## config.mk

```make
export PLATFORM = sky130hd
export DESIGN_NAME = edfsd_dp
export DESIGN_NICKNAME = d
export VERILOG_FILES = /design/src/rtl/edfsd_pkg.sv /design/src/rtl/edfsd_dp.sv
export SDC_FILE = /design/constraint.sdc
export NUM_CORES = 2
export LEC_CHECK = 0
export ABC_AREA = 1
export BUFFER_PORTS_ARGS = -buffer_cell sky130_fd_sc_hd__buf_2
export CORE_ASPECT_RATIO = 1.75
export CORE_MARGIN = 1
export CORE_UTILIZATION = 50
export DETAILED_ROUTE_END_ITERATION = 12
export PLACE_DENSITY = 0.76
export SLEW_MARGIN = 25
export SYNTH_ARGS = -nofsm -noshare
export SYNTH_HDL_FRONTEND = slang
export SYNTH_SLANG_ARGS = --single-unit
```

## constraint.sdc

```tcl
create_clock -name clk_i -period 7.5 [get_ports clk_i]
set_clock_uncertainty 0.1 [all_clocks]
set_input_delay 0.375 -clock clk_i [delete_from_list [all_inputs] [get_ports clk_i]]
set_output_delay 0.375 -clock clk_i [all_outputs]
set_load 0.01 [all_outputs]
```

## src/rtl/edfsd_pkg.sv

```systemverilog
// ----------------------------------------------------------------------------
// edfsd_pkg
// Shared types and constants of the earliest-deadline-first scheduler with
// drop: result outcome codes, controller commands and datapath status.
// ----------------------------------------------------------------------------
package edfsd_pkg;

  // field widths of the request and result items
  localparam int unsigned ID_W   = 16;
  localparam int unsigned TIME_W = 32;
  localparam int unsigned BURST_W = 16;

  // results one tick may give before it stops dropping
  localparam int unsigned MAX_RESULTS = 16;
  localparam int unsigned RES_CNT_W   = $clog2(MAX_RESULTS + 1);

  // result outcome codes
  typedef enum logic [1:0] {
    OUT_DROPPED   = 2'd0,
    OUT_COMPLETED = 2'd1,
    OUT_REJECTED  = 2'd2
  } outcome_e;

  // request type codes
  localparam logic REQ_ARRIVE = 1'b0;
  localparam logic REQ_TICK   = 1'b1;

  // controller to datapath
  typedef struct packed {
    logic     accept;      // latch request, restart free-slot search
    logic     free_inc;    // next slot in free-slot search
    logic     free_write;  // store job in the free slot
    logic     scan_start;  // start an earliest-deadline pass
    logic     cnt_clr;     // clear per-tick result count
    logic     cnt_inc;     // count one result
    logic     slot_clr;    // remove the picked job
    logic     run_write;   // run the picked job one unit
    logic     emit;        // new result into the hold stage
    outcome_e emit_kind;
    logic     flush;       // hold stage to output as final result
    logic     time_inc;    // advance time
  } edfsd_cmd_t;

  // datapath to controller
  typedef struct packed {
    logic item_tick;
    logic free_hit;
    logic free_last;
    logic scan_busy;
    logic best_found;
    logic cap_hit;
    logic infeasible;
    logic completes;
    logic emit_ok;
    logic flush_ok;
  } edfsd_sts_t;

endpackage

```

## src/rtl/edfsd_dp.sv

```systemverilog
// ----------------------------------------------------------------------------
// edfsd_dp
// Datapath: job table memories, slot valid bits, time counter, free-slot
// search, earliest-deadline scan, feasibility check and result staging.
// ----------------------------------------------------------------------------
module edfsd_dp import edfsd_pkg::*; #(
  parameter int unsigned JOB_SLOTS = 16
) (
  input  logic               clk_i,
  input  logic               rst_ni,
  input  edfsd_cmd_t         cmd_i,
  output edfsd_sts_t         sts_o,
  input  logic               req_type_i,
  input  logic [ID_W-1:0]    job_id_i,
  input  logic [TIME_W-1:0]  job_deadline_i,
  input  logic [BURST_W-1:0] job_burst_i,
  output logic               res_valid_o,
  input  logic               res_ready_i,
  output logic [ID_W-1:0]    res_id_o,
  output outcome_e           res_outcome_o,
  output logic [TIME_W-1:0]  res_event_time_o,
  output logic [TIME_W-1:0]  res_turnaround_o,
  output logic [TIME_W-1:0]  res_wait_time_o,
  output logic               res_last_o
);

  localparam int unsigned IdxW = (JOB_SLOTS > 1) ? $clog2(JOB_SLOTS) : 1;
  localparam logic [IdxW-1:0] LastIdx = IdxW'(JOB_SLOTS - 1);

  // job table
  logic [ID_W-1:0]    mem_id    [JOB_SLOTS];
  logic [TIME_W-1:0]  mem_dl    [JOB_SLOTS];
  logic [BURST_W-1:0] mem_rem   [JOB_SLOTS];
  logic [BURST_W-1:0] mem_burst [JOB_SLOTS];
  logic [TIME_W-1:0]  mem_arr   [JOB_SLOTS];
  logic [JOB_SLOTS-1:0] valid_q;

  // latched request
  logic               item_tick_q;
  logic [ID_W-1:0]    item_id_q;
  logic [TIME_W-1:0]  item_dl_q;
  logic [BURST_W-1:0] item_burst_q;

  logic [TIME_W-1:0]    now_q;
  logic [RES_CNT_W-1:0] res_cnt_q;
  logic [IdxW-1:0]      free_idx_q;

  // scan state
  logic            scan_act_q;
  logic [IdxW-1:0] rd_idx_q;
  logic            cmp_vld_q;
  logic [IdxW-1:0] cmp_idx_q;
  logic            best_found_q;
  logic [IdxW-1:0] best_idx_q;
  logic [TIME_W-1:0] best_dl_q;
  logic [TIME_W-1:0] best_arr_q;

  // registered read data
  logic [IdxW-1:0]    rd_addr;
  logic [ID_W-1:0]    rd_id_q;
  logic [TIME_W-1:0]  rd_dl_q;
  logic [BURST_W-1:0] rd_rem_q;
  logic [BURST_W-1:0] rd_burst_q;
  logic [TIME_W-1:0]  rd_arr_q;

  logic [TIME_W-1:0] ta_q;
  logic [TIME_W-1:0] wt_q;

  // hold stage and output register
  logic              hold_vld_q;
  logic [ID_W-1:0]   hold_id_q;
  outcome_e          hold_oc_q;
  logic [TIME_W-1:0] hold_time_q;
  logic [TIME_W-1:0] hold_ta_q;
  logic [TIME_W-1:0] hold_wt_q;
  logic              out_vld_q;
  logic [ID_W-1:0]   out_id_q;
  outcome_e          out_oc_q;
  logic [TIME_W-1:0] out_time_q;
  logic [TIME_W-1:0] out_ta_q;
  logic [TIME_W-1:0] out_wt_q;
  logic              out_last_q;

  logic               better;
  logic [TIME_W:0]    slack;
  logic [BURST_W-1:0] rem_next;
  logic               rem_we;
  logic [IdxW-1:0]    rem_waddr;
  logic [BURST_W-1:0] rem_wdata;
  logic               out_room;
  logic               out_load;
  logic [ID_W-1:0]    new_id;
  logic [TIME_W-1:0]  new_ta;
  logic [TIME_W-1:0]  new_wt;

  // request latch
  always_ff @(posedge clk_i) begin
    if (cmd_i.accept) begin
      item_tick_q  <= req_type_i;
      item_id_q    <= job_id_i;
      item_dl_q    <= job_deadline_i;
      item_burst_q <= job_burst_i;
    end
  end

  // time, result count, free-slot pointer
  always_ff @(posedge clk_i or negedge rst_ni) begin
    if (!rst_ni) begin
      now_q      <= '0;
      res_cnt_q  <= '0;
      free_idx_q <= '0;
    end else begin
      if (cmd_i.time_inc) now_q <= now_q + TIME_W'(1);
      if (cmd_i.cnt_clr) res_cnt_q <= '0;
      else if (cmd_i.cnt_inc) res_cnt_q <= res_cnt_q + RES_CNT_W'(1);
      if (cmd_i.accept) free_idx_q <= '0;
      else if (cmd_i.free_inc) free_idx_q <= free_idx_q + IdxW'(1);
    end
  end

  // slot valid bits
  always_ff @(posedge clk_i or negedge rst_ni) begin
    if (!rst_ni) begin
      valid_q <= '0;
    end else begin
      if (cmd_i.free_write) valid_q[free_idx_q] <= 1'b1;
      if (cmd_i.slot_clr) valid_q[best_idx_q] <= 1'b0;
    end
  end

  // table writes
  assign rem_next  = (rd_rem_q == '0) ? '0 : rd_rem_q - BURST_W'(1);
  assign rem_we    = cmd_i.free_write | cmd_i.run_write;
  assign rem_waddr = cmd_i.run_write ? best_idx_q : free_idx_q;
  assign rem_wdata = cmd_i.run_write ? rem_next : item_burst_q;

  always_ff @(posedge clk_i) begin
    if (cmd_i.free_write) begin
      mem_id[free_idx_q]    <= item_id_q;
      mem_dl[free_idx_q]    <= item_dl_q;
      mem_burst[free_idx_q] <= item_burst_q;
      mem_arr[free_idx_q]   <= now_q;
    end
    if (rem_we) mem_rem[rem_waddr] <= rem_wdata;
  end

  // table reads
  assign rd_addr = scan_act_q ? rd_idx_q : best_idx_q;

  always_ff @(posedge clk_i) begin
    rd_id_q    <= mem_id[rd_addr];
    rd_dl_q    <= mem_dl[rd_addr];
    rd_rem_q   <= mem_rem[rd_addr];
    rd_burst_q <= mem_burst[rd_addr];
    rd_arr_q   <= mem_arr[rd_addr];
  end

  // earliest deadline, then earliest arrival, then lowest slot
  assign better = cmp_vld_q && valid_q[cmp_idx_q] &&
                  (!best_found_q || (rd_dl_q < best_dl_q) ||
                   ((rd_dl_q == best_dl_q) && (rd_arr_q < best_arr_q)));

  // scan sequencer, one slot read per cycle, compare in the cycle after the read
  always_ff @(posedge clk_i or negedge rst_ni) begin
    if (!rst_ni) begin
      scan_act_q   <= 1'b0;
      rd_idx_q     <= '0;
      cmp_vld_q    <= 1'b0;
      cmp_idx_q    <= '0;
      best_found_q <= 1'b0;
      best_idx_q   <= '0;
    end else if (cmd_i.scan_start) begin
      scan_act_q   <= 1'b1;
      rd_idx_q     <= '0;
      cmp_vld_q    <= 1'b0;
      best_found_q <= 1'b0;
    end else begin
      cmp_vld_q <= scan_act_q;
      cmp_idx_q <= rd_idx_q;
      if (scan_act_q) begin
        rd_idx_q <= rd_idx_q + IdxW'(1);
        if (rd_idx_q == LastIdx) scan_act_q <= 1'b0;
      end
      if (better) begin
        best_found_q <= 1'b1;
        best_idx_q   <= cmp_idx_q;
      end
    end
  end

  always_ff @(posedge clk_i) begin
    if (better) begin
      best_dl_q  <= rd_dl_q;
      best_arr_q <= rd_arr_q;
    end
  end

  // feasibility: deadline minus now must exceed remaining burst
  assign slack = {1'b0, rd_dl_q} - {1'b0, now_q};

  // turnaround, then waiting time
  always_ff @(posedge clk_i) begin
    ta_q <= now_q + TIME_W'(1) - rd_arr_q;
    wt_q <= (ta_q >= TIME_W'(rd_burst_q)) ? ta_q - TIME_W'(rd_burst_q) : '0;
  end

  // new result record
  assign new_id = (cmd_i.emit_kind == OUT_REJECTED) ? item_id_q : rd_id_q;
  assign new_ta = (cmd_i.emit_kind == OUT_COMPLETED) ? ta_q : '0;
  assign new_wt = (cmd_i.emit_kind == OUT_COMPLETED) ? wt_q : '0;

  assign out_room = !out_vld_q || res_ready_i;
  assign out_load = (cmd_i.emit || cmd_i.flush) && hold_vld_q;

  // hold stage keeps the newest result until its last flag is known
  always_ff @(posedge clk_i or negedge rst_ni) begin
    if (!rst_ni) begin
      hold_vld_q <= 1'b0;
    end else if (cmd_i.emit) begin
      hold_vld_q <= 1'b1;
    end else if (cmd_i.flush) begin
      hold_vld_q <= 1'b0;
    end
  end

  always_ff @(posedge clk_i) begin
    if (cmd_i.emit) begin
      hold_id_q   <= new_id;
      hold_oc_q   <= cmd_i.emit_kind;
      hold_time_q <= now_q;
      hold_ta_q   <= new_ta;
      hold_wt_q   <= new_wt;
    end
  end

  // output register
  always_ff @(posedge clk_i or negedge rst_ni) begin
    if (!rst_ni) begin
      out_vld_q <= 1'b0;
    end else if (out_load) begin
      out_vld_q <= 1'b1;
    end else if (res_ready_i) begin
      out_vld_q <= 1'b0;
    end
  end

  always_ff @(posedge clk_i) begin
    if (out_load) begin
      out_id_q   <= hold_id_q;
      out_oc_q   <= hold_oc_q;
      out_time_q <= hold_time_q;
      out_ta_q   <= hold_ta_q;
      out_wt_q   <= hold_wt_q;
      out_last_q <= cmd_i.flush;
    end
  end

  assign res_valid_o      = out_vld_q;
  assign res_id_o         = out_id_q;
  assign res_outcome_o    = out_oc_q;
  assign res_event_time_o = out_time_q;
  assign res_turnaround_o = out_ta_q;
  assign res_wait_time_o  = out_wt_q;
  assign res_last_o       = out_last_q;

  // status to controller
  always_comb begin
    sts_o            = '0;
    sts_o.item_tick  = (item_tick_q == REQ_TICK);
    sts_o.free_hit   = !valid_q[free_idx_q];
    sts_o.free_last  = (free_idx_q == LastIdx);
    sts_o.scan_busy  = scan_act_q | cmp_vld_q;
    sts_o.best_found = best_found_q;
    sts_o.cap_hit    = (res_cnt_q >= RES_CNT_W'(MAX_RESULTS));
    sts_o.infeasible = slack[TIME_W] || (slack[TIME_W-1:0] <= TIME_W'(rd_rem_q));
    sts_o.completes  = (rd_rem_q <= BURST_W'(1));
    sts_o.emit_ok    = !hold_vld_q || out_room;
    sts_o.flush_ok   = !hold_vld_q || out_room;
  end

endmodule

```

==> results <==
- The post-route netlist has a little under 8% of its cells at a drive strength greater than 1.
- The buffer cell driving the clock tree root is clkbuf_16.
- The total of buffers placed on input and output ports is around 210.
- The cell family contributing the most delay on the critical path is simple AND/OR/NAND/NOR gates.
- The Yosys step of the flow raised 0 warnings.
- Among all flip-flop cells after synthesis, the most frequent one is edfxtp_1.
- Entering global routing, the biggest net connects about 260 pins.
- In the routed layout, each cell is associated on average with a via count of 5.66.
- The average routed wire per standard cell is 23.2 µm.
- The H-tree was split into 4 levels.
- The run finished with clean final reports.
- For this block, the initial DRC count from the detailed router was 6,883.
- In the synthesized netlist, the cells that appear most often are edfxtp_1, inv_1, nand2_1.
- Setup violations remaining at the end of the flow were counted as 0.
- Global routing used 26.2% of the available tracks.
- The worst reg2reg path startpoint is now_q[0]$_DFFE_PN0P_.
- The final wirelength is around 270,000 µm.
- The initial antenna violation count is 25.
- The cell repeated most along the worst path is nand2_1.
- The maximum achievable frequency is 179 MHz.
- The hold path depth is 2.
- STA classifies the critical path startpoint as a flip-flop.
- Synthesis inferred 2,400 register bits.
- The number of global-route vias before repair was around 64,000.
- The number of placed I/O pins is approximately 210.
- The area of the die is 201,000 µm².
- The class of the tightest hold or removal check is in -> reg.
- The first global-routing pass estimated between 300,000 and 400,000 µm of wire.
- The power density over the cells is between 200 and 300 nW/µm².
- The setup check on the worst reg-to-reg path leaves a slack of 3.05 ns.
- The async set-or-reset flop fraction in the synthesized netlist is roughly 3.1%.
- The number of failing hold endpoints at the final stage is 0.
- For this run, the register share of the synthesized area comes to 70.1%.
- The highest net fanout along the worst path is 22.
- The number of buffers on the longest clock path is 4.
- Of the post-synthesis cell area, the dominant cell type holds 64.7%.
- The post-detailed-route DRC marker count is 0.
- The minimum clock period after layout is 5.59 ns.
- The worst hold path begins at job_deadline_i[17].
- Clock-pin slew was measured on the worst setup and hold paths at ~0.070 ns.
- The number of buffers and inverters on the critical path is 2.
- The post-synthesis cell type count is 59.
- The post-detailed-route count of antenna-violating nets is 0.
- Setup repair after global routing left no endpoint under its margin.
- At the end of routability-driven placement, the weighted congestion stood at 0.989.
- The fill cell total of the finished layout is approximately 16,000.
- The synthesized design contains 2,150 enable-type register cells.
- The number of standard cells after synthesis is about 8,500.
- The endpoint type of the worst setup path is an output port.
- The worst path arrival time is between 5 and 6 ns.
- The signed area change from the synthesized netlist to the final layout is 11.6%.
- The final HPWL from detailed placement is approximately 160,000 µm.
- Counting cells, the worst reg-to-reg path comes to 20.
- The required time of the worst setup path is roughly 7 ns.
- The post-cts repair resize count is 0.
- The clock reaches the later pin of the worst-skew pair after 0.88 ns.
- For hold timing, the worst endpoint is item_dl_q[17]$_DFFE_PP_.
- Each instance of the synthesized netlist takes up on average 11.7 µm².
- The final core utilization is 56.2%.
- Measured along the y axis, the die boundary spans 593 µm.
- The count of pins over their slew limit was 0.
- The number of nets in the layout is 8,978.
- The max-capacitance violation count is 0.
- The number of buffers created by CTS is 208.
- The analysis attributes to cell leakage a power of 43.3 nW.
- The count of vias placed by the detailed router is around 65,000.
- Clock tree synthesis found a total of 2,400 sinks.
- The CTS tree is built.
- The floorplan row count is ~220.
- Once the floorplan was initialized, standard cells occupied 50.4% of the core.
- The synthesized netlist occupies a cell area of 99,800 µm².
- Measured along the x axis, the die boundary spans approximately 340 µm.
- The largest single stage delay on the critical path is 0.66 ns.
- The destination of the worst register-to-register timing path is ta_q[29]$_DFF_P_.
- For this run the aggregate overflow at the end of global routing stands at 0.
- The most frequent cell after synthesis is edfxtp_1.
- The measured slew at the worst slew-check pin is 1.15 ns.
- For this run, the detailed router's first-pass iteration total came to 8.
- By area the synthesized netlist is led by edfxtp_1, inv_1, nand2_1, a21oi_1, dfxtp_1.
- After floorplanning, the core was sized to cover 198,000 µm².
- The total negative slack for setup checks is 0 ns.
- The worst relative slew slack is 23.3%.
- The net count of the mapped netlist is 8,776.
- Summed over all instances, the cell type with the most area after synthesis is edfxtp_1.
- On the critical path, the stage with the largest delay is an instance of dfrtp_1.
- The type of the worst setup path is reg -> out.
- The worst path uses roughly 75% of the clock period.
- The critical path goes through ha_1 -> fa_1 -> inv_1 -> nand3_1 -> nand2_1 -> nand2_1 -> nand2_1 -> nand2_1 -> nand2_1 -> xor2_1 -> ha_1 -> nand2_1 -> o21ai_0 -> nor2_1 -> nand2_1 -> nand2_1 -> nand3_1 -> nor2_1 -> nand3_1 -> nor2_1 -> nand2_1 -> nand2_1 -> buf_2.
- The worst IR drop on VDD is 0.000214 V.
## timing repair
item	CTS	global route
setup buffers	0	0
endpoints found under the hold margin	224	0
hold buffers	82	0
## worst register-to-register path, delay by kind of cell (launching register included)
kind	cells	cell delay, ns
compound gates	5	1.09
xor+xnor	1	0.14
fa+ha+maj	2	0.58
buf+inv	3	0.28
flops	1	0.82
simple gates	9	1.33
## worst max-delay path by stage
stage / from / depth (start not counted) / end / slack [ns]
global route: now_q[0]$_DFFE_PN0P_ / 23 / sts_o[3] / 1.59
finish: now_q[0]$_DFFE_PN0P_ / 23 / sts_o[3] / 1.91
global placement: now_q[0]$_DFFE_PN0P_ / 23 / sts_o[3] / 2.74
detailed placement: now_q[0]$_DFFE_PN0P_ / 23 / sts_o[3] / 2.78
CTS: now_q[0]$_DFFE_PN0P_ / 23 / sts_o[3] / 1.83
floorplan: free_idx_q[1]$_DFFE_PN0P_ / 4 / mem_arr[4][0]$_DFFE_PP_ / 1.96
## routing by layer
metal  up-vias  part of all wire, %  global-route usage [%]
met5         -                0.034                       0
met4        14                  7.5                    18.0
met3       886                  7.1                    3.53
met2      2940                   51                    46.4
met1     31500                   35                    29.3
li1      30000                    -                       -
## cell families after synthesis
kind of cell	Yosys count	synth area share, %
simple gates	2078	8.76
compound gates	1942	10.9
buf+inv	1825	7.11
fa+ha+maj	172	2.18
xor+xnor	90	0.797
flops	2400	70.1
mux	16	0.181
## area by class of cell
class | count | area [µm²] | area share, %
timing repair buffer | 394 | 2890 | 2.59
tap | 2616 | 3270 | 2.94
sequential | 2400 | 69900 | 62.8
antenna | 50 | 125 | 0.112
clock inverter | 115 | 1240 | 1.11
multi-input combinational | 4298 | 23000 | 20.6
clock buffer | 260 | 5610 | 5.03
inverter | 1423 | 5360 | 4.81
## where the power goes
| group | switching, mW | leakage, nW | internal, mW | total [mW] |
|---|---|---|---|---|
| clock | 4.76 | 3.31 | 6.14 | 10.9 |
| sequential | 0.806 | 22.3 | 15.8 | 16.6 |
| combinational | 3.77 | 17.7 | 1.69 | 5.46 |
| total | 9.33 | 43.3 | 23.6 | 32.9 |
## stage by stage
stage               cell area (µm²)  worst slack [ns]  total power, mW  hold WS (ns)  std cells
floorplan                     99800              1.96             20.0       -0.0206       8523
global placement             104000              2.74             22.1         0.220      11000
detailed placement           104000              2.78             22.2         0.225      11000
CTS                          111000              1.83             33.0        0.0698      11500
global route                 111000              1.59             34.1        0.0945      11600
finish                       111000              1.91             32.9         0.108      11600
## state kept, by name, indices dropped and copies added (netlist names), 256 cells and up
register / count
mem_arr: 512
mem_burst: 256
mem_dl: 512
mem_id: 256
mem_rem: 256
## placed cells by master, fill, tap and decap left out, types with 31 or more instances in the layout
cell	netlist	routed
edfxtp_1	2150	2150
inv_1	1404	1401
nand2_1	1160	1159
a21oi_1	774	774
o21ai_0	656	656
nand3_1	491	491
nor2_1	306	290
o211ai_1	270	270
clkbuf_16	0	213
buf_2	168	203
dfxtp_1	176	176
ha_1	169	169
o221ai_1	91	91
buf_4	7	90
o21ai_1	97	89
dlygate4sd3_1	0	81
xor2_1	77	77
dfrtp_1	74	74
diode_2	0	50
nand4_1	37	37
clkbuf_1	194	37
nor3_1	36	36
clkinv_1	1	34
clkinv_2	0	31
No activity file was read; power rests on OpenSTA's default activity.
