**config.mk**
```make
export PLATFORM = sky130hd
export DESIGN_NAME = edfsd_ctrl
export DESIGN_NICKNAME = d
export VERILOG_FILES = /design/src/rtl/edfsd_pkg.sv /design/src/rtl/edfsd_ctrl.sv
export SDC_FILE = /design/constraint.sdc
export NUM_CORES = 1
export LEC_CHECK = 0
export BUFFER_PORTS_ARGS = -buffer_cell sky130_fd_sc_hd__buf_2
export CORE_AREA = 2 2 39 41
export DETAILED_ROUTE_END_ITERATION = 10
export DIE_AREA = 0 0 41 43
export PLACE_DENSITY = 0.71
export SLEW_MARGIN = 10
export SYNTH_ARGS = -nofsm -noshare
export SYNTH_HDL_FRONTEND = slang
export SYNTH_SLANG_ARGS = --single-unit
```
**constraint.sdc**
```tcl
create_clock -name clk_i -period 1.7 [get_ports clk_i]
set_clock_uncertainty 0.05 [all_clocks]
set_input_delay 0.34 -clock clk_i [delete_from_list [all_inputs] [get_ports clk_i]]
set_output_delay 0.34 -clock clk_i [all_outputs]
set_load 0.005 [all_outputs]
```
**src/rtl/edfsd_pkg.sv**
```systemverilog
// ----------------------------------------------------------------------------
// edfsd_pkg
// Shared types and constants of the earliest-deadline-first scheduler with
// drop: result outcome codes, controller commands and datapath status.
// ----------------------------------------------------------------------------
package edfsd_pkg;

  // field widths of the request and result items
  localparam int unsigned ID_W   = 16;
  localparam int unsigned TIME_W = 32;
  localparam int unsigned BURST_W = 16;

  // results one tick may give before it stops dropping
  localparam int unsigned MAX_RESULTS = 16;
  localparam int unsigned RES_CNT_W   = $clog2(MAX_RESULTS + 1);

  // result outcome codes
  typedef enum logic [1:0] {
    OUT_DROPPED   = 2'd0,
    OUT_COMPLETED = 2'd1,
    OUT_REJECTED  = 2'd2
  } outcome_e;

  // request type codes
  localparam logic REQ_ARRIVE = 1'b0;
  localparam logic REQ_TICK   = 1'b1;

  // controller to datapath
  typedef struct packed {
    logic     accept;      // latch request, restart free-slot search
    logic     free_inc;    // next slot in free-slot search
    logic     free_write;  // store job in the free slot
    logic     scan_start;  // start an earliest-deadline pass
    logic     cnt_clr;     // clear per-tick result count
    logic     cnt_inc;     // count one result
    logic     slot_clr;    // remove the picked job
    logic     run_write;   // run the picked job one unit
    logic     emit;        // new result into the hold stage
    outcome_e emit_kind;
    logic     flush;       // hold stage to output as final result
    logic     time_inc;    // advance time
  } edfsd_cmd_t;

  // datapath to controller
  typedef struct packed {
    logic item_tick;
    logic free_hit;
    logic free_last;
    logic scan_busy;
    logic best_found;
    logic cap_hit;
    logic infeasible;
    logic completes;
    logic emit_ok;
    logic flush_ok;
  } edfsd_sts_t;

endpackage

```
**src/rtl/edfsd_ctrl.sv**
```systemverilog
// ----------------------------------------------------------------------------
// edfsd_ctrl
// Controller: sequences arrivals (free-slot search) and ticks (repeated
// earliest-deadline scans, drops, one run step, completion) over the datapath.
// ----------------------------------------------------------------------------
module edfsd_ctrl import edfsd_pkg::*; (
  input  logic       clk_i,
  input  logic       rst_ni,
  input  logic       req_valid_i,
  output logic       req_ready_o,
  input  edfsd_sts_t sts_i,
  output edfsd_cmd_t cmd_o
);

  localparam logic [3:0] ST_IDLE   = 4'd0;
  localparam logic [3:0] ST_DECODE = 4'd1;
  localparam logic [3:0] ST_FREE   = 4'd2;
  localparam logic [3:0] ST_REJ    = 4'd3;
  localparam logic [3:0] ST_SCAN   = 4'd4;
  localparam logic [3:0] ST_FETCH  = 4'd5;
  localparam logic [3:0] ST_EVAL   = 4'd6;
  localparam logic [3:0] ST_DROP   = 4'd7;
  localparam logic [3:0] ST_CALC   = 4'd8;
  localparam logic [3:0] ST_CMP    = 4'd9;
  localparam logic [3:0] ST_FLUSH  = 4'd10;

  logic [3:0] state_q, state_d;

  always_ff @(posedge clk_i or negedge rst_ni) begin
    if (!rst_ni) begin
      state_q <= ST_IDLE;
    end else begin
      state_q <= state_d;
    end
  end

  assign req_ready_o = (state_q == ST_IDLE);

  // next state and commands
  always_comb begin
    state_d         = state_q;
    cmd_o           = '0;
    cmd_o.emit_kind = OUT_DROPPED;
    case (state_q)
      ST_IDLE: begin
        if (req_valid_i) begin
          cmd_o.accept = 1'b1;
          state_d      = ST_DECODE;
        end
      end
      ST_DECODE: begin
        if (sts_i.item_tick) begin
          cmd_o.scan_start = 1'b1;
          cmd_o.cnt_clr    = 1'b1;
          state_d          = ST_SCAN;
        end else begin
          state_d = ST_FREE;
        end
      end
      // lowest free slot, one slot a cycle
      ST_FREE: begin
        if (sts_i.free_hit) begin
          cmd_o.free_write = 1'b1;
          state_d          = ST_IDLE;
        end else if (sts_i.free_last) begin
          state_d = ST_REJ;
        end else begin
          cmd_o.free_inc = 1'b1;
        end
      end
      ST_REJ: begin
        if (sts_i.emit_ok) begin
          cmd_o.emit      = 1'b1;
          cmd_o.emit_kind = OUT_REJECTED;
          state_d         = ST_FLUSH;
        end
      end
      ST_SCAN: begin
        if (!sts_i.scan_busy) state_d = ST_FETCH;
      end
      ST_FETCH: begin
        state_d = ST_EVAL;
      end
      ST_EVAL: begin
        if (!sts_i.best_found || sts_i.cap_hit) begin
          state_d = ST_FLUSH;
        end else if (sts_i.infeasible) begin
          state_d = ST_DROP;
        end else begin
          cmd_o.run_write = 1'b1;
          state_d         = sts_i.completes ? ST_CALC : ST_FLUSH;
        end
      end
      // drop the picked job and look again
      ST_DROP: begin
        if (sts_i.emit_ok) begin
          cmd_o.emit       = 1'b1;
          cmd_o.emit_kind  = OUT_DROPPED;
          cmd_o.slot_clr   = 1'b1;
          cmd_o.cnt_inc    = 1'b1;
          cmd_o.scan_start = 1'b1;
          state_d          = ST_SCAN;
        end
      end
      ST_CALC: begin
        state_d = ST_CMP;
      end
      ST_CMP: begin
        if (sts_i.emit_ok) begin
          cmd_o.emit      = 1'b1;
          cmd_o.emit_kind = OUT_COMPLETED;
          cmd_o.slot_clr  = 1'b1;
          cmd_o.cnt_inc   = 1'b1;
          state_d         = ST_FLUSH;
        end
      end
      // mark the last result, advance time on a tick
      ST_FLUSH: begin
        if (sts_i.flush_ok) begin
          cmd_o.flush    = 1'b1;
          cmd_o.time_inc = sts_i.item_tick;
          state_d        = ST_IDLE;
        end
      end
      default: begin
        state_d = ST_IDLE;
      end
    endcase
  end

endmodule

```
==> results of run 1 <==
==> synthesized netlist by cell type <==
| cell | count |
|---|---|
| a21bo_2 | 1 |
| nand2_1 | 7 |
| nand4bb_1 | 1 |
| buf_4 | 2 |
| nor3_1 | 6 |
| a2111oi_0 | 1 |
| nand3_1 | 1 |
| dfrtp_1 | 4 |
| a311oi_1 | 1 |
| nand2b_1 | 3 |
| a21o_1 | 1 |
| inv_1 | 2 |
| a31oi_1 | 2 |
| nor2_1 | 6 |
| and2_1 | 3 |
| nand3b_1 | 2 |
| clkbuf_1 | 2 |
| buf_6 | 1 |
| nor3b_1 | 4 |
| or2_2 | 1 |
| o22ai_1 | 1 |
| a21oi_1 | 4 |
| and2b_1 | 1 |
| nor4_1 | 1 |
| nor2b_1 | 4 |
| buf_2 | 2 |
| o21ai_0 | 2 |
| o21ai_1 | 1 |
| nor2b_4 | 1 |
| o31ai_1 | 1 |
| mux2_2 | 2 |
| or3b_1 | 1 |
| and3_1 | 2 |
| o41ai_1 | 1 |
==> logic make-up (layout without fill, tap and decap cells) <==
kind of cell           count (synthesis)  count (layout)  share of synthesized area, %
AND/OR/NAND/NOR                       44              44                         48.02
AO/OA/AOI/OAI                         16              16                         19.58
buffers and inverters                  9              47                         9.557
flip-flops                             4               4                         18.65
multiplexers                           2               2                         4.196
==> per-stage QoR <==
stage,hold WS (ps),TNS [ps],std cells,total power (W)
final,381.1,-78.48,129,0.001387
after global routing,382.7,-790.6,129,0.001503
after CTS,379.9,-3.665,126,0.001200
after detailed placement,97.37,0,115,0.0008906
after global placement,96.94,0,115,0.0008737
after floorplan,-5.591,0,75,0.0006948
==> power by group <==
group	internal (W)	switching, W
combinational	0.000552	0.000492
sequential	0.000147	0.0000767
clock	0.0000790	0.0000395
total	0.000778	0.000609
==> worst max-delay path: stages (launching register included) <==
cell,delay [ps]
dfrtp_2,440
buf_4,190
nor2_2,130
nand2_1,70
nor3_1,170
buf_2,150
==> cell type report <==
class / instances / area, sq um / share of cell area (%)
inverters: 2 / 10.01 / 1.111
well taps: 16 / 20.02 / 2.222
repair buffers: 42 / 276.5 / 30.69
multi-input cells: 62 / 466.7 / 51.81
clock buffers: 3 / 22.52 / 2.500
flip-flops and latches: 4 / 105.1 / 11.67
==> worst max-delay path by stage <==
stage | to | cells past startpoint
floorplan | state_q[1] | 5
global placement | cmd_o[12] | 4
detailed placement | cmd_o[12] | 4
CTS | cmd_o[5] | 4
global route | cmd_o[11] | 5
finish | cmd_o[11] | 5
==> layer usage <==
layer | up-vias | routed length (um)
li1 | 342 | -
met2 | 27 | 984
met3 | 4 | 87
met4 | 0 | 25
met1 | 338 | 681
met5 | - | 0
==> what timing repair did <==
| action | CTS | global route |
|---|---|---|
| pin swaps | 2 | 11 |
| buffers inserted | 7 | 3 |
| hold buffers | 1 | 0 |
| cloned | 0 | 0 |
| hold endpoints to repair | 4 | 0 |
| setup endpoints to repair | 12 | 14 |
| resized for setup | 12 | 15 |
==> impl_metrics.toml, run 1 <==
[outcome]
outcome = "complete, but fails checks"
violations = "negative setup slack"

[flow_run]
drv_cap = 0

[worst_setup_path]
cp-start-kind = "flip-flop"
ff2ff_path_depth = 6
crit_start = "state_q[2]"
reg2reg_from = "state_q[0]"
r2r_setup_slack_ps = 50
critPathMaxFanout = 9
worst_ep_arrival_time_ps = 1390
required_ps = 1310
path_class = "reg -> out"
timing.rr.end = "state_q[1]"
end_kind = "output pin"

[pwr]
p_leak_nw = 0.4416
power_density_nw_per_um2 = 1540
ir_drop_mv = 0.9550

[sta]
period_needed_ps = 1778
slew_violations = 0
setup_violations = 1
fin_crit_sh_pct = 104.6
fin_ws_ps = -78.48
maxSlewHeadroom_pct = 79.70
worstMarginPinSlew_ps = 301.3
fmax_mhz = 562.3
hold_viol = 0
rsz0062_at_grt = "true"

[grt]
grt_max_degree = 12
grt_busiest_layer = "met2"
use_met2_pct = 33.44
grt_pass1_wl_um = 2477
grt_antenna_before_repair = 0
overflow = 0
grt_pass1_vias = 608
grt_use_met1_pct = 24.10
grt.total_usage_pct = 20.36
use_met3_pct = 5.236

[finish]
post-route-util_pct = 65.10
layout_commonest_cell = "buf_2"
antenna_cells = 0
largest_register_ffs = 4
layout_common_cells = "buf_2, buf_4, nand2_1, nor2_1, dfrtp_2"
n_fill_cell = 126
reg_top3 = "state_q: 4 flops"
nNetsFinal = 128
drive_gt1_share_pct = 58.41
registers.top_by_ff_count = "state_q"
syn_to_final_growth_pct = 67.83
fin_area_sq_um = 900.9

[routing]
wl_per_cell_um = 13.78
drt_wl_total_um = 1778
final_antenna_net_count = 0
drt_iter0_drc = 13
drt_first_pass_iters = 4
vias = 711
post-route-drc-count = 0
drt-vias-per-instance = 5.512

[yosys]
synth_top_cell_by_area = "dfrtp_1"
yosys_warnings = 0
synth-seq-cells = 4
postSynthCellCount = 75
synth_top_area_share_pct = 18.65
avgSynthCellArea_sq_um = 7.157
ys_seq_area_share_pct = 18.65
synthTopCellsByArea = "dfrtp_1, nor3_1, nor3b_1"
syn-cell-area_sq_um = 536.8
ys_types = 34
synth_fp_nets = 88

[clock_network]
clk_pin_slew_ps = 40
clock_sinks = 4
cts_max_level = 1
clk_path_buf_depth = 2
cts_made_buffers = 3
cts_tree = "yes"
clock_latency_ps = 240
cts-root-buf = "clkbuf_4"

[die]
die_w_um = 41
start_util_pct = 38.79
ioPinCount = 27
die-area_sq_um = 1763
die_h_um = 43
fp.coreArea_sq_um = 1384
fp-row-count = 14

[placement]
place_area_sq_um = 693.2
dp_hpwl_um = 1103
place_congestion = 0.8841
portBuffers = 26
pre_cts_ws_ps = 55.64

[hold_path]
hold_class = "in -> async"
No activity file was read; power rests on OpenSTA's default activity.
==> inputs of run 2 (changes only) <==
--- a/config.mk
+++ b/config.mk
@@ -5,11 +5,13 @@
 export SDC_FILE = /design/constraint.sdc
 export NUM_CORES = 1
 export LEC_CHECK = 0
+export ABC_AREA = 1
 export BUFFER_PORTS_ARGS = -buffer_cell sky130_fd_sc_hd__buf_2
 export CORE_AREA = 2 2 39 41
 export DETAILED_ROUTE_END_ITERATION = 10
 export DIE_AREA = 0 0 41 43
-export PLACE_DENSITY = 0.71
+export GPL_ROUTABILITY_DRIVEN = 0
+export PLACE_DENSITY = 0.69
 export SLEW_MARGIN = 10
 export SYNTH_ARGS = -nofsm -noshare
 export SYNTH_HDL_FRONTEND = slang
==> impl_metrics.toml, run 2 <==
[outcome]
outcome = "complete, but fails checks"
violations = "negative setup slack"

[sta]
slew_violations = 0
rsz0062_at_grt = "true"
fin_ws_ps = -74.89
worstMarginPinSlew_ps = 227.4
fin_hold_ws_ps = 368.5
period_needed_ps = 1775
setup_violations = 1
maxSlewHeadroom_pct = 84.70
fin_crit_sh_pct = 104.4
hold_viol = 0
fmax_mhz = 563.4

[finish]
multi_input_area_sq_um = 395.4
layout_common_cells = "buf_2, nand2_1, inv_1, nor2_1, nand3_1"
antenna_cells = 0
reg_top3 = "state_q: 4 flops"
seq_area_sq_um = 103.9
largest_register_ffs = 4
nNetsFinal = 145
syn_to_final_growth_pct = 62.99
layout_commonest_cell = "buf_2"
final-instance-count-excl-fill = 146
registers.top_by_ff_count = "state_q"
drive_gt1_share_pct = 51.54
n_fill_cell = 133

[yosys]
synth_edf_count = 0
yosys-top-cells-count = "nand2_1, inv_1, nor2_1"
avgSynthCellArea_sq_um = 5.431
ys_async_sr_fraction_pct = 100.0
yosys_warnings = 0
syn-cell-area_sq_um = 510.5
ys_types = 16
synth_flop_cell = "dfrtp_1"
synth_top_cell_by_area = "dfrtp_1"
synth-seq-cells = 4
synth_top_area_share_pct = 19.61
yosysMostFrequentCell = "nand2_1"
synthTopCellsByArea = "dfrtp_1, nand2_1, inv_1"
postSynthCellCount = 94
synth_fp_nets = 107
ys_seq_area_share_pct = 19.61

[routing]
post-route-drc-count = 0
drt_wl_total_um = 1570
drt_first_pass_iters = 4
drt-vias-per-instance = 4.575
drt_iter0_drc = 10
vias = 668
wl_per_cell_um = 10.75
final_antenna_net_count = 0

[clock_network]
cts_made_buffers = 3
cts_max_level = 1
clk_path_buf_depth = 2
clk_pin_slew_ps = 40
clock_sinks = 4
cts-root-buf = "clkbuf_4"
clock_latency_ps = 240
cts_tree = "yes"

[placement]
pre_cts_ws_ps = 191.2
post-place-cells = 135
portBuffers = 26
dp_hpwl_um = 1062

[worst_setup_path]
critPathMaxFanout = 5
required_ps = 1310
worst_ep_arrival_time_ps = 1380
path_class = "reg -> out"
cp-start-kind = "flip-flop"
end_kind = "output pin"

[grt]
grt_pass1_wl_um = 2090
grt_max_degree = 8
grt_antenna_before_repair = 0
grt_pass1_vias = 561
grt.total_usage_pct = 17.54
overflow = 0

[die]
ioPinCount = 27
die_h_um = 43
fp.coreArea_sq_um = 1384
fp-row-count = 14
die-area_sq_um = 1763
start_util_pct = 36.89
die_w_um = 41

[pwr]
power_density_nw_per_um2 = 1366
p_leak_nw = 0.5488
ir_drop_mv = 0.6186

[hold_path]
hold_class = "in -> reg"

[flow_run]
drv_cap = 0
==> run 2: cell types whose count changed after synthesis, moves of 4 or more <==
cell | before | now
nand3_1 | 1 | 10
inv_1 | 2 | 18
nand2_1 | 7 | 22
nor2b_1 | 4 | 0
nand2_2 | 0 | 7
nor2_1 | 6 | 15
nor3b_1 | 4 | 0
nor3_1 | 6 | 1
inv_2 | 0 | 4
==> run 2: worst paths after layout <==
path / from / to / slack, ps / depth (start not counted)
worst max-delay path: state_q[3] / cmd_o[3] / -70 / 5
worst min-delay path: sts_i[9] / state_q[2] / 370 / 3
worst max register to register: state_q[3] / state_q[1] / 280 / 9
worst min register to register: state_q[1] / state_q[1] / 550 / 2
max in group asynchronous: rst_ni / state_q[1] / 1070 / 2
min in group asynchronous: rst_ni / state_q[3] / 390 / 2
==> run 2: area by class of cell <==
type	count	area share, %
repair buffers	34	24.36
well taps	16	2.406
clock buffers	3	2.707
inverters	22	10.53
multi-input cells	67	47.52
flip-flops and latches	4	12.48
==> run 2: repair_timing <==
item / in CTS / in global routing
hold endpoints to repair: 4 / 0
cloned: 0 / 0
gates resized for setup: 4 / 24
buffers inserted: 0 / 7
setup endpoints to repair: 5 / 11
pin swaps: 0 / 6
hold buffers: 1 / 0
==> run 2: stage by stage <==
stage,util (%),instance area (sq um),total power [W],setup TNS [ps]
after CTS,50.27,695.7,0.0008988,0
after global routing,60.13,832.0,0.001253,-375.8
after detailed placement,47.20,653.1,0.0007525,0
after floorplan,-,510.5,0.0006016,0
after global placement,47.20,653.1,0.0007417,0
final,60.13,832.0,0.001137,-74.89
==> run 2: metal layers <==
layer / up-vias / GRT usage, % / share of wire, %
li1: 356 / - / -
met2: 18 / 29.06 / 54
met3: 2 / 1.571 / 3.4
met4: 0 / 10.00 / 0.51
met5: - / 0 / 0
met1: 292 / 20.52 / 42
==> run 2: kinds of logic (layout without fill, tap and decap cells) <==
family | Yosys count | after routing | synth area share (%)
buf+inv | 23 | 59 | 17.65
simple gates | 62 | 62 | 57.84
flops | 4 | 4 | 19.61
compound gates | 5 | 5 | 4.901
==> run 2: critical path, stage by stage (launching register included) <==
cell     delay, ps
dfrtp_2        460
nor2_4         200
nand2_2        110
buf_6          130
nor2_1         100
buf_2          140
==> run 2: power by group <==
group / internal, W / switching, W
registers: 0.000142 / 0.0000784
clock network: 0.0000791 / 0.0000409
logic: 0.000345 / 0.000451
==> inputs of run 3 (changes only) <==
--- a/config.mk
+++ b/config.mk
@@ -12,6 +12,7 @@
 export DIE_AREA = 0 0 41 43
 export GPL_ROUTABILITY_DRIVEN = 0
 export PLACE_DENSITY = 0.69
+export SETUP_SLACK_MARGIN = 0.3
 export SLEW_MARGIN = 10
 export SYNTH_ARGS = -nofsm -noshare
 export SYNTH_HDL_FRONTEND = slang
==> impl_metrics.toml, run 3 (synthesized netlist as in run 2, its figures left out) <==
[worst_setup_path]
end_kind = "output pin"
cpMaxStageDelayCell = "dfrtp_2"
timing.rr.end = "state_q[3]"
crit_path_frequent_cell = "inv_2"
worst_ep_arrival_time_ps = 1260
crit_path_cell_trace = "inv_2, nand2_2, inv_2, nand2_4, nand3_2, nand2_1, inv_1, buf_2"
r2r_setup_slack_ps = 240
critPathMaxStageDelay_ps = 440
ff2ff_path_depth = 9
critPathMaxFanout = 5
path_class = "reg -> out"
reg2reg_from = "state_q[0]"
required_ps = 1310
cp-start-kind = "flip-flop"

[pwr]
power_density_nw_per_um2 = 1326
ir_drop_mv = 0.5354
p_leak_nw = 0.5375

[sta]
fmax_mhz = 607.1
period_needed_ps = 1647
fin_tns_setup_ps = 0
worstMarginPinSlew_ps = 266.7
fin_hold_ws_ps = 390.2
fin_ws_ps = 52.85
rsz0062_at_grt = "true"
fin_crit_sh_pct = 96.89
maxSlewHeadroom_pct = 82.06
setup_violations = 0
slew_violations = 0
hold_viol = 0

[finish]
registers.top_by_ff_count = "state_q"
drive_gt1_share_pct = 51.15
syn_to_final_growth_pct = 58.82
antenna_cells = 0
nNetsFinal = 146
layout_common_cells = "buf_2, nand2_1, inv_1, nor2_1, nand3_1"
reg_top3 = "state_q: 4 flops"
layout_commonest_cell = "buf_2"
largest_register_ffs = 4

[routing]
top_layer = "met3"
drt_iter0_drc = 14
post-route-drc-count = 0
vias = 689
wl_per_cell_um = 9.503
drt_wl_total_um = 1397
final_antenna_net_count = 0
drt_first_pass_iters = 4
drt-vias-per-instance = 4.687
dr_wl_met2_um = 732
wl_met1_um = 589
wl_met3_um = 75

[clock_network]
cts_max_level = 1
clk_pin_slew_ps = 40
cts_made_buffers = 3
clk_path_buf_depth = 2
cts_tree = "yes"
clock_latency_ps = 230
cts-root-buf = "clkbuf_4"
clock_sinks = 4

[grt]
grt_max_degree = 8
grt.total_usage_pct = 17.96
grt_pass1_vias = 575
grt_pass1_wl_um = 2187
grt_antenna_before_repair = 0
overflow = 0

[outcome]
outcome = "finished, final reports clean"

[placement]
dp_hpwl_um = 1019
portBuffers = 26
pre_cts_ws_ps = 192.3

[die]
die_h_um = 43
fp.coreArea_sq_um = 1384
die_w_um = 41
ioPinCount = 27
start_util_pct = 36.89
fp-row-count = 14
die-area_sq_um = 1763

[hold_path]
hold_class = "in -> async"

[flow_run]
drv_cap = 0
-- run 3: how the worst max path moves through the flow --
stage / startpoint / to / depth (start not counted)
finish: state_q[3] / cmd_o[4] / 8
global route: state_q[3] / cmd_o[4] / 8
detailed placement: state_q[2] / cmd_o[4] / 6
floorplan: state_q[1] / cmd_o[7] / 4
CTS: state_q[3] / cmd_o[4] / 6
global placement: state_q[2] / cmd_o[4] / 6
-- run 3: per-stage QoR --
step	area [sq um]	power, W	util [%]	std cells
6_report	810.8	0.001075	58.59	147
5_1_grt	810.8	0.001180	58.59	147
4_1_cts	770.7	0.001013	55.70	144
3_5_place_dp	656.9	0.0007480	47.47	135
3_3_place_gp	656.9	0.0007419	47.47	135
2_1_floorplan	514.2	0.0006036	-	94
-- run 3: layer usage --
| layer | track usage [%] | up-vias |
|---|---|---|
| met2 | 28.44 | 26 |
| li1 | - | 359 |
| met5 | 0 | - |
| met1 | 22.55 | 304 |
| met3 | 4.712 | 0 |
| met4 | 6.000 | 0 |
-- run 3: worst max-delay path: cells and delay by family, from the launching register on --
family,cells,cell delay [ps]
buffers and inverters,4,310
and+or+nand+nor,4,270
DFF,1,440
-- run 3: area by class of cell --
type | count | area, sq um
clock buffer | 3 | 22.52
fill | 142 | 573.1
inverter | 22 | 82.58
multi-input combinational | 67 | 375.4
sequential | 4 | 103.9
tap | 16 | 20.02
timing repair buffer | 35 | 206.4
-- run 3: repair_timing --
action,in CTS,in global routing
gates resized for setup,16,4
setup endpoints to repair,14,16
buffers inserted,5,3
hold buffers,1,0
pin swaps,8,3
endpoints found under the hold margin,4,0
-- run 3: report_power, final --
part	total [W]	internal (W)	switching, W
combinational	0.000751	0.000324	0.000427
clock	0.000115	0.0000788	0.0000366
sequential	0.000209	0.000143	0.0000660
total	0.00108	0.000546	0.000530
